File: config.mk
export PLATFORM = sky130hd
export DESIGN_NAME = i2c_bit_level_master
export DESIGN_NICKNAME = d
export VERILOG_FILES = /design/src/hdl/i2cbm_pkg.sv /design/src/hdl/i2cbm_in_reg.sv /design/src/hdl/i2cbm_core.sv /design/src/hdl/i2c_bit_level_master.sv
export SDC_FILE = /design/constraint.sdc
export NUM_CORES = 1
export LEC_CHECK = 0
export ABC_AREA = 1
export BUFFER_PORTS_ARGS = -buffer_cell sky130_fd_sc_hd__clkbuf_2
export CORE_UTILIZATION = 50
export DETAILED_ROUTE_END_ITERATION = 8
export PLACE_DENSITY = 0.69
export SYNTH_ARGS = -nofsm -noshare
export SYNTH_HDL_FRONTEND = slang
export SYNTH_SLANG_ARGS = --single-unit
File: constraint.sdc
create_clock -name clock -period 9.55 [get_ports clock]
set_clock_uncertainty 0.15 [all_clocks]
set_input_delay 1.91 -clock clock [delete_from_list [all_inputs] [get_ports clock]]
set_output_delay 1.91 -clock clock [all_outputs]
set_load 0.01 [all_outputs]
File: src/hdl/i2cbm_pkg.sv
package i2cbm_pkg;

   localparam int TickCountWidthDefault = 16;
   localparam int HalfPeriodWidth = 16;
   localparam logic [HalfPeriodWidth-1:0] HalfPeriodReset = 16'd50;

   localparam logic [4:0] WritePhases = 5'd28;
   localparam logic [4:0] ReadPhases = 5'd20;
   localparam logic [4:0] ShortPhases = 5'd2;
   localparam logic [4:0] ReadSamplePhases = 5'd16;

   typedef enum logic [2:0] {
      CMD_IDLE  = 3'd0,
      CMD_START = 3'd1,
      CMD_WRITE = 3'd2,
      CMD_READ  = 3'd3,
      CMD_STOP  = 3'd4
   } cmd_type;

   typedef struct packed {
      logic [2:0] func;
      logic [7:0] data_byte;
      logic       ack_release;
      logic       sda_in;
   } item_type;

   typedef struct packed {
      logic scl;
      logic sda;
   } pins_type;

   typedef struct packed {
      logic       scl_release;
      logic       sda_release;
      logic       busy_res;
      logic       done_res;
      logic [7:0] read_byte;
   } result_type;

   function automatic logic [4:0] phase_total(cmd_type cmd);
      logic [4:0] total;
      case (cmd)
         CMD_WRITE: total = WritePhases;
         CMD_READ:  total = ReadPhases;
         default:   total = ShortPhases;
      endcase
      return total;
   endfunction

   // Pin levels at the start of phase p of a command. Write phases 1 to 24
   // come in groups of three per bit: set data, raise SCL, lower SCL.
   function automatic pins_type begin_phase(cmd_type cmd, logic [4:0] p,
                                            logic [7:0] shift, logic ack,
                                            pins_type cur);
      pins_type   r;
      logic [4:0] q;
      logic [8:0] prod;
      logic [2:0] b;
      logic [1:0] rem;
      r = cur;
      q = p - 5'd1;
      prod = 9'(q) * 9'd11;
      b = prod[7:5];
      rem = 2'(q - 5'({b, 1'b0}) - 5'(b));
      case (cmd)
         CMD_START: begin
            if (p == 5'd0) begin
               r.sda = 1'b1;
               r.scl = 1'b1;
            end else begin
               r.sda = 1'b0;
            end
         end
         CMD_STOP: begin
            if (p == 5'd0) begin
               r.scl = 1'b1;
            end else begin
               r.sda = 1'b1;
            end
         end
         CMD_WRITE: begin
            if (p == 5'd0) begin
               r.scl = 1'b0;
            end else if (p <= 5'd24) begin
               case (rem)
                  2'd0:    r.sda = shift[3'd7 - b];
                  2'd1:    r.scl = 1'b1;
                  default: r.scl = 1'b0;
               endcase
            end else if (p == 5'd25) begin
               r.sda = 1'b0;
            end else if (p == 5'd26) begin
               r.scl = 1'b1;
            end else begin
               r.scl = 1'b0;
            end
         end
         CMD_READ: begin
            if (p < ReadSamplePhases) begin
               if (p == 5'd0) begin
                  r.sda = 1'b1;
               end
               r.scl = ~p[0];
            end else if (p == 5'd16) begin
               r.sda = ack;
            end else if (p == 5'd17) begin
               r.scl = 1'b1;
            end else if (p == 5'd18) begin
               r.scl = 1'b0;
            end else begin
               r.sda = 1'b0;
            end
         end
         default: ;
      endcase
      return r;
   endfunction

endpackage

File: src/hdl/i2cbm_in_reg.sv
module i2cbm_in_reg (
   input  logic                clock,
   input  logic                reset,
   input  logic                req_valid,
   output logic                req_ready,
   input  i2cbm_pkg::item_type req_item,
   input  logic                take,
   output logic                item_valid,
   output i2cbm_pkg::item_type item
);

   logic                valid_ff;
   logic                valid_in;
   i2cbm_pkg::item_type item_ff;

   assign req_ready = ~valid_ff | take;
   assign valid_in = (req_valid & req_ready) | (valid_ff & ~take);

   always_ff @(posedge clock) begin
      if (reset) begin
         valid_ff <= 1'b0;
      end else begin
         valid_ff <= valid_in;
      end
   end

   always_ff @(posedge clock) begin
      if (req_valid & req_ready) begin
         item_ff <= req_item;
      end
   end

   assign item_valid = valid_ff;
   assign item = item_ff;

endmodule

File: src/hdl/i2cbm_core.sv
module i2cbm_core #(
   parameter int TICK_COUNT_WIDTH = i2cbm_pkg::TickCountWidthDefault
) (
   input  logic                                   clock,
   input  logic                                   reset,
   input  logic                                   csr_wr_en,
   input  logic [i2cbm_pkg::HalfPeriodWidth-1:0]  csr_wr_data,
   input  logic                                   step,
   input  i2cbm_pkg::item_type                    item,
   output i2cbm_pkg::result_type                  result
);

   localparam int CmpWidth = (TICK_COUNT_WIDTH > i2cbm_pkg::HalfPeriodWidth) ?
                             TICK_COUNT_WIDTH : i2cbm_pkg::HalfPeriodWidth;

   i2cbm_pkg::cmd_type                    cmd_ff, cmd_in;
   logic [4:0]                            phase_ff, phase_in;
   logic [TICK_COUNT_WIDTH-1:0]           tick_ff, tick_in;
   logic [7:0]                            shift_ff, shift_in;
   logic                                  ack_ff, ack_in;
   i2cbm_pkg::pins_type                   pins_ff, pins_in;
   logic [7:0]                            read_ff, read_in;
   logic [i2cbm_pkg::HalfPeriodWidth-1:0] half_ff;
   logic [TICK_COUNT_WIDTH-1:0]           tick_next;
   logic [4:0]                            phase_next;
   logic                                  phase_end;
   logic                                  done;

   assign tick_next = tick_ff + TICK_COUNT_WIDTH'(1);
   assign phase_next = phase_ff + 5'd1;
   assign phase_end = (CmpWidth'(tick_next) >= CmpWidth'(half_ff)) ||
                      (tick_next == {TICK_COUNT_WIDTH{1'b1}});

   always_comb begin
      cmd_in = cmd_ff;
      phase_in = phase_ff;
      tick_in = tick_ff;
      shift_in = shift_ff;
      ack_in = ack_ff;
      pins_in = pins_ff;
      read_in = read_ff;
      done = 1'b0;
      if (step) begin
         if (cmd_ff == i2cbm_pkg::CMD_IDLE) begin
            case (item.func) inside
               i2cbm_pkg::CMD_START, i2cbm_pkg::CMD_WRITE,
               i2cbm_pkg::CMD_READ, i2cbm_pkg::CMD_STOP: begin
                  cmd_in = i2cbm_pkg::cmd_type'(item.func);
                  phase_in = 5'd0;
                  tick_in = '0;
                  if (item.func == i2cbm_pkg::CMD_WRITE) begin
                     shift_in = item.data_byte;
                  end
                  if (item.func == i2cbm_pkg::CMD_READ) begin
                     shift_in = 8'd0;
                     ack_in = item.ack_release;
                  end
                  pins_in = i2cbm_pkg::begin_phase(cmd_in, 5'd0, shift_in, ack_in,
                                                   pins_ff);
               end
               default: ;
            endcase
         end else if (item.func == i2cbm_pkg::CMD_IDLE) begin
            if (phase_end) begin
               tick_in = '0;
               if (cmd_ff == i2cbm_pkg::CMD_READ && phase_ff < i2cbm_pkg::ReadSamplePhases
                   && !phase_ff[0] && item.sda_in) begin
                  shift_in[3'd7 - phase_ff[3:1]] = 1'b1;
               end
               if (phase_next >= i2cbm_pkg::phase_total(cmd_ff)) begin
                  if (cmd_ff == i2cbm_pkg::CMD_READ) begin
                     read_in = shift_in;
                  end
                  cmd_in = i2cbm_pkg::CMD_IDLE;
                  phase_in = 5'd0;
                  done = 1'b1;
               end else begin
                  phase_in = phase_next;
                  pins_in = i2cbm_pkg::begin_phase(cmd_ff, phase_next, shift_in,
                                                   ack_ff, pins_ff);
               end
            end else begin
               tick_in = tick_next;
            end
         end
      end
   end

   always_ff @(posedge clock) begin
      if (reset) begin
         cmd_ff <= i2cbm_pkg::CMD_IDLE;
         phase_ff <= 5'd0;
         tick_ff <= '0;
         shift_ff <= 8'd0;
         ack_ff <= 1'b0;
         pins_ff <= '{scl: 1'b1, sda: 1'b1};
         read_ff <= 8'd0;
         half_ff <= i2cbm_pkg::HalfPeriodReset;
      end else begin
         cmd_ff <= cmd_in;
         phase_ff <= phase_in;
         tick_ff <= tick_in;
         shift_ff <= shift_in;
         ack_ff <= ack_in;
         pins_ff <= pins_in;
         read_ff <= read_in;
         if (csr_wr_en) begin
            half_ff <= csr_wr_data;
         end
      end
   end

   assign result.scl_release = pins_in.scl;
   assign result.sda_release = pins_in.sda;
   assign result.busy_res = (cmd_in != i2cbm_pkg::CMD_IDLE);
   assign result.done_res = done;
   assign result.read_byte = read_in;

endmodule

File: src/hdl/i2c_bit_level_master.sv
// Each transaction is registered at the input and again at the result.
// Throughput: one transaction per cycle while the result side keeps taking them.
// Each tick or command is one update of the sequencer state between the input
// register and the result register.
// Reset is synchronous: the bus lines are released, the block goes idle and
// the half period returns to 50 ticks.
module i2c_bit_level_master #(
   parameter int TICK_COUNT_WIDTH = i2cbm_pkg::TickCountWidthDefault
) (
   input  logic        clock,
   input  logic        reset,
   input  logic        req_valid,
   output logic        req_ready,
   input  logic [2:0]  req_func,
   input  logic [7:0]  req_data_byte,
   input  logic        req_ack_release,
   input  logic        req_sda_in,
   output logic        rsp_valid,
   input  logic        rsp_ready,
   output logic        rsp_scl_release,
   output logic        rsp_sda_release,
   output logic        rsp_busy_res,
   output logic        rsp_done_res,
   output logic [7:0]  rsp_read_byte,
   input  logic        csr_wr_en,
   input  logic [15:0] csr_wr_data
);

   i2cbm_pkg::item_type   req_item;
   i2cbm_pkg::item_type   item;
   i2cbm_pkg::result_type result;
   i2cbm_pkg::result_type rsp_ff;
   logic                  item_valid;
   logic                  out_load;
   logic                  rsp_valid_ff;
   logic                  rsp_valid_in;

   assign req_item = '{func: req_func, data_byte: req_data_byte,
                       ack_release: req_ack_release, sda_in: req_sda_in};
   assign out_load = item_valid & (~rsp_valid_ff | rsp_ready);

   i2cbm_in_reg u_in_reg (
      .clock      (clock),
      .reset      (reset),
      .req_valid  (req_valid),
      .req_ready  (req_ready),
      .req_item   (req_item),
      .take       (out_load),
      .item_valid (item_valid),
      .item       (item)
   );

   i2cbm_core #(
      .TICK_COUNT_WIDTH (TICK_COUNT_WIDTH)
   ) u_core (
      .clock       (clock),
      .reset       (reset),
      .csr_wr_en   (csr_wr_en),
      .csr_wr_data (csr_wr_data),
      .step        (out_load),
      .item        (item),
      .result      (result)
   );

   assign rsp_valid_in = out_load | (rsp_valid_ff & ~rsp_ready);

   always_ff @(posedge clock) begin
      if (reset) begin
         rsp_valid_ff <= 1'b0;
      end else begin
         rsp_valid_ff <= rsp_valid_in;
      end
   end

   always_ff @(posedge clock) begin
      if (out_load) begin
         rsp_ff <= result;
      end
   end

   assign rsp_valid = rsp_valid_ff;
   assign rsp_scl_release = rsp_ff.scl_release;
   assign rsp_sda_release = rsp_ff.sda_release;
   assign rsp_busy_res = rsp_ff.busy_res;
   assign rsp_done_res = rsp_ff.done_res;
   assign rsp_read_byte = rsp_ff.read_byte;

`ifndef SYNTHESIS
   assert property (@(posedge clock) disable iff (reset)
      rsp_valid && rsp_done_res |-> !rsp_busy_res)
      else $error("Completed command still reports busy.");

   assert property (@(posedge clock) disable iff (reset)
      rsp_ready |-> req_ready)
      else $error("Input stalled while the result side is ready.");

   assert property (@(posedge clock) disable iff (reset)
      item_valid && !out_load |=> item_valid)
      else $error("Buffered transaction dropped before processing.");
`endif

endmodule
; ---- After elaboration in Yosys (flattened, before gate mapping)
; Index checks and enable logic that the tools add are counted.
[op_classes]
n_reduce_logical = 21
eq_ne = 17
order_cmp = 8
multipliers = 1
n_bitwise = 16
addsub = 7
muxes = 70
[ops]
columns = op, n
row1 = two-way mux 8 bit, 17
row2 = two-way mux 16 bit, 4
row3 = two-way mux 5 bit, 9
row4 = equality test 5 bit (second input constant), 5
row5 = two-way mux 1 bit, 20
row6 = two-way mux 3 bit, 6
row7 = adder 16 x 1 -> 16 bit (second input constant), 1
row8 = equality test 16 bit (second input constant), 1
row9 = >= comparator 16 bit, 1
row10 = two-way mux 2 bit, 8
row11 = equality test 3 x 2 -> 1 bit (second input constant), 4
row12 = < comparator 5 bit (second input constant), 2
row13 = one-hot mux 5 bit (2 select lines), 1
row14 = < comparator 3 x 4 -> 1 bit (second input constant), 2
row15 = multiplier 5 x 4 -> 8 bit (second input constant), 1
row16 = OR 8 bit, 1
row17 = one-hot mux 2 bit (4 select lines), 1
row18 = AND reduction 4 bit, 2
row19 = NOT 1 bit, 7
row20 = equality test 3 x 1 -> 1 bit (second input constant), 2
row21 = equality test 3 bit (second input constant), 2
row22 = zero test 3 bit, 2
row23 = OR reduction 3 bit, 2
row24 = subtractor 3 bit (first input constant), 2
row25 = 25 further kinds, 37
[word_totals]
register_bits = 86
output_inout_bits = 14
in_bits = 34

; ---- Logic depth before layout (Yosys ltp)
[logic_depth]
ltp_word = 22
depth_mapped = 36
ltp_nobuf = 35

; ---- Hierarchy
; Synthesis repeated with hierarchy kept, for this count alone.
[unflattened]
cells_unflattened = 734
hier_area_um2 = 5283.8
[modules_own_cells]
columns = mod, seq_area_each_um2, n_inst, cells_per_inst, area_each_um2
row1 = i2cbm_core, 1181.1, 1, 697, 4438.0
row2 = i2cbm_in_reg, 410.4, 1, 19, 437.9
row3 = i2c_bit_level_master, 380.4, 1, 18, 407.9

; ---- Worst setup path after synthesis
; No wires, ideal clock.
[synth_timing]
path_kind = register to register
startpoint = register u_core.phase_ff[1]
endpoint = register rsp_ff, in the netlist rsp_sda_release (data pin)
setup_slack_ns = 5.024
path_stages_with_launch = 35
t_arrival_ns = 4.116
t_required_ns = 9.141
period_less_slack_ns = 4.526
setup_time_ns = 0.259
path_cell_list = dfxtp_1 > clkbuf_1 > inv_1 > ha_1 > inv_1 > nand2_1 > nor2_1 > xnor2_1 > ha_1 > ha_1 > xnor2_1 > ha_1 > a21oi_1 > nand2_1 > nand2_1 > nand2_1 > ha_1 > inv_1 > nand2_1 > nand2_1 > inv_1 > nand2_1 > nand2_1 > nand2_1 > nand3_1 > inv_1 > nand3_1 > nand2_1 > nand2_1 > nand2_1 > nand2_1 > nand2_1 > nand2_1 > nand2_1 > nand2_1
[synth_lines]
columns = element, line
row1 = from (decl), i2cbm_core.sv:17  ; logic [4:0] phase_ff, phase_in;
row2 = from (signal assigned), i2cbm_core.sv:101  ; phase_ff <= phase_in;
row3 = to (signal assigned), i2c_bit_level_master.sv:77  ; rsp_ff <= result;
row4 = to (decl), i2c_bit_level_master.sv:32  ; i2cbm_pkg::result_type rsp_ff;

==> impl_metrics.py <==
metrics = {
    "outcome": {
        "outcome": "finished clean",
    },
    "worst_setup_path": {
        "r2r_cells": 32,
        "cp_slowest_stage_delay_ns": 0.60,
        "critical_path_required_ns": 9.53,
        "r2r_start": "u_core.phase_ff[1]",
        "r2r_slack_ns": 4.58,
        "cpMostUsedCell": "nand2_1",
        "worst_setup_path_end_kind": "flop",
        "worstSetupStartpointType": "flop",
        "cp_data_arrival_time_ns": 4.95,
        "criticalPathCategory": "flop to flop",
        "crit_path_top_delay_cell": "dfxtp_1",
        "r2r-end": "rsp_sda_release",
        "path_max_fanout": 13,
    },
    "timing": {
        "worstMarginPinSlew_ns": 1.098,
        "hold_violations": 0,
        "setup_viol": 0,
        "fmax_ghz": 0.2011,
        "finalMaxSlewViolations": 0,
        "fin_setup_tns_ns": 0,
        "fin_crit_ns": 4.972,
        "rsz0062_at_grt": "false",
        "relSlewSlack_pct": 26.40,
        "post-route-worst-setup-slack_ns": 4.578,
        "fin_crit_sh_pct": 52.06,
    },
    "yosys": {
        "yosys-top-cells-area": "dfxtp_1 (23%), edfxtp_1 (14%), nand2_1 (13%), inv_1 (9.0%), ha_1 (8.9%)",
        "avgSynthCellArea_um2": 7.006,
        "synth_ff_type": "dfxtp_1",
        "synth_most_common_cell": "nand2_1",
        "synth_seq_cells": 86,
        "yosysTopAreaCell": "dfxtp_1",
        "synth_common_cells": "nand2_1 (178), inv_1 (128), nor2_1 (68)",
        "ys_seq_area_share_pct": 37.08,
        "synth_cells": 759,
        "synth.distinct_cells": 41,
        "yosysWarnings": 0,
        "synth_area_um2": 5318,
        "synth_nets": 831,
        "netlist.area_leader.share_pct": 22.96,
        "synth-edff-count": 25,
        "synthArstFlopShare_pct": 0,
    },
    "cts": {
        "clk_path_buf_depth": 2,
        "clk_pin_slew_ns": 0.11,
        "cts-resized-gates": 0,
        "cts.sinks": 86,
        "clock_latency_ns": 0.38,
        "post-cts-setup-buffers": 0,
        "cts-root-buf": "clkbuf_8",
        "cts_made_buffers": 9,
        "cts_tree": "done",
        "cts_max_level": 3,
        "cts_hold_buf": 0,
    },
    "cells_and_area": {
        "syn2layout_area_growth_pct": 9.976,
        "drive_above_1_share_pct": 11.55,
        "num_antenna_cells": 0,
        "final_nets": 872,
    },
    "min_path": {
        "hold_depth": 2,
        "min_from": "u_core.half_ff[6]",
        "min_to": "u_core.half_ff[6]",
        "hold_path_class": "flop to flop",
    },
    "global_route": {
        "antenna_found_initial": 0,
        "grt_max_degree": 35,
        "grt_pass1_wl_mm": 20.42,
        "grt_usage_pct": 23.08,
        "grt_remaining_overflow": 0,
        "grt_pass1_vias": 4412,
    },
    "route": {
        "vias": 4891,
        "dr.pass1.iters": 5,
        "drc_errors": 0,
        "routed_via_density": 5.198,
        "drt-total-wl_mm": 11.81,
        "drt_iter0_markers": 258,
        "ant_nets": 0,
        "wire_per_inst_um": 12.55,
    },
    "pwr": {
        "internal-power_uw": 532.4,
        "p_sw_uw": 241.0,
        "peakVddDrop_mv": 0.1049,
        "leakage_uw": 0.002857,
        "clkPwrFrac_pct": 33.5,
        "p_total_uw": 773.4,
        "powerDensity_nw_per_um2": 132.2,
        "combinationalPowerShare_pct": 14.9,
        "pwr-share-seq_pct": 51.5,
        "switching_share_pct": 31.15,
    },
    "place": {
        "place_ws_ns": 4.650,
        "gp_congestion": 0.9151,
        "dp_hpwl_mm": 8.963,
        "io_buffers": 47,
    },
    "job": {
        "maxCapViolCount": 0,
    },
    "die": {
        "core-area_um2": 10320,
        "ios": 48,
        "core.rowCount": 37,
        "die_area_um2": 11050,
        "die_w_um": 105.1,
        "start_util_pct": 51.51,
        "die_h_um": 105.1,
    },
}
## layer usage
metal  GRT usage (%)  part of all wire [%]  up-vias
met4           7.344                   1.5        0
li1                -                     -     2538
met1           33.39                    51     2229
met5               0                     0        -
met2           34.58                    42      109
met3           4.367                   5.7       15
## sequential cells by signal (all words and copies together), names as in the netlist, 2 cells and up
name / count
u_core.half_ff: 16
u_core.tick_ff: 16
u_in_reg.item: 13
rsp_read_byte: 8
u_core.read_ff: 8
u_core.shift_ff: 8
u_core.phase_ff: 5
u_core.cmd_ff: 3
u_core.pins_ff: 2
## worst max-delay path by stage
stage / start / endpoint / slack (ns) / cells after the start
6_report: u_core.phase_ff[1] / rsp_sda_release / 4.58 / 32
2_1_floorplan: u_core.phase_ff[1] / rsp_sda_release / 5.02 / 34
5_1_grt: u_core.phase_ff[1] / rsp_sda_release / 4.06 / 32
3_3_place_gp: u_core.phase_ff[0] / rsp_sda_release / 4.80 / 33
4_1_cts: u_core.phase_ff[0] / rsp_sda_release / 4.60 / 33
3_5_place_dp: u_core.phase_ff[0] / rsp_sda_release / 4.65 / 33
## per-stage QoR
stage | hold slack [ns] | util (%) | cell area (um^2) | std cells
finish | 0.3179 | 56.65 | 5848 | 941
CTS | 0.3210 | 56.65 | 5848 | 941
global placement | 0.3006 | 54.74 | 5652 | 925
floorplan | 0.2854 | - | 5318 | 759
global route | 0.3483 | 56.65 | 5848 | 941
detailed placement | 0.3076 | 54.74 | 5652 | 925
## cells in the final DEF, fill, tap and decap left out, types with 2 or more instances in the layout
cell type,instances
nand2_1,178
inv_1,128
nor2_1,68
nand3_1,63
a21oi_1,61
dfxtp_1,61
o21ai_0,49
clkbuf_2,47
ha_1,38
edfxtp_1,25
nor3_1,15
clkbuf_8,9
nand2_2,7
o21ai_2,6
xor2_1,5
nand4_1,4
inv_2,3
inv_6,3
nor3_2,2
nor2_4,2
a21o_1,2
xnor2_1,2
nor2_2,2
o22ai_1,2
a21oi_2,2
inv_8,2
## layout make-up
| cell class | instances | area, um^2 |
|---|---|---|
| tap | 136 | 170.2 |
| timing repair buffer | 48 | 242.7 |
| sequential | 86 | 1972 |
| inverter | 132 | 495.5 |
| multi-input combinational | 523 | 2771 |
| clock buffer | 9 | 123.9 |
| clock inverter | 7 | 72.57 |
| fill | 1012 | 4476 |
## power by group through the flow
stage | Sequential [uW] | Combinational, uW | Clock, uW
finish | 399 | 115 | 259
global route | 400 | 135 | 280
CTS | 399 | 116 | 263
detailed placement | 407 | 115 | 0
global placement | 406 | 113 | 0
floorplan | 404 | 86.1 | 0
## critical path: cells and delay by family (launching register included)
kind,cells,cell delay (ns)
XOR/XNOR,2,0.42
AND/OR/NAND/NOR,21,1.69
flip-flops,1,0.60
AO/OA/AOI/OAI,1,0.25
adder cells (fa/ha/maj),5,1.46
buffers and inverters,3,0.15
## kinds of logic after synthesis
logic type | after synthesis | share of synthesized area (%)
flip-flops | 86 | 37.08
AND/OR/NAND/NOR | 347 | 28.33
XOR/XNOR | 7 | 1.153
adder cells (fa/ha/maj) | 38 | 8.941
buffers and inverters | 150 | 10.89
AO/OA/AOI/OAI | 131 | 13.60
(Power assumes the default switching activity.)
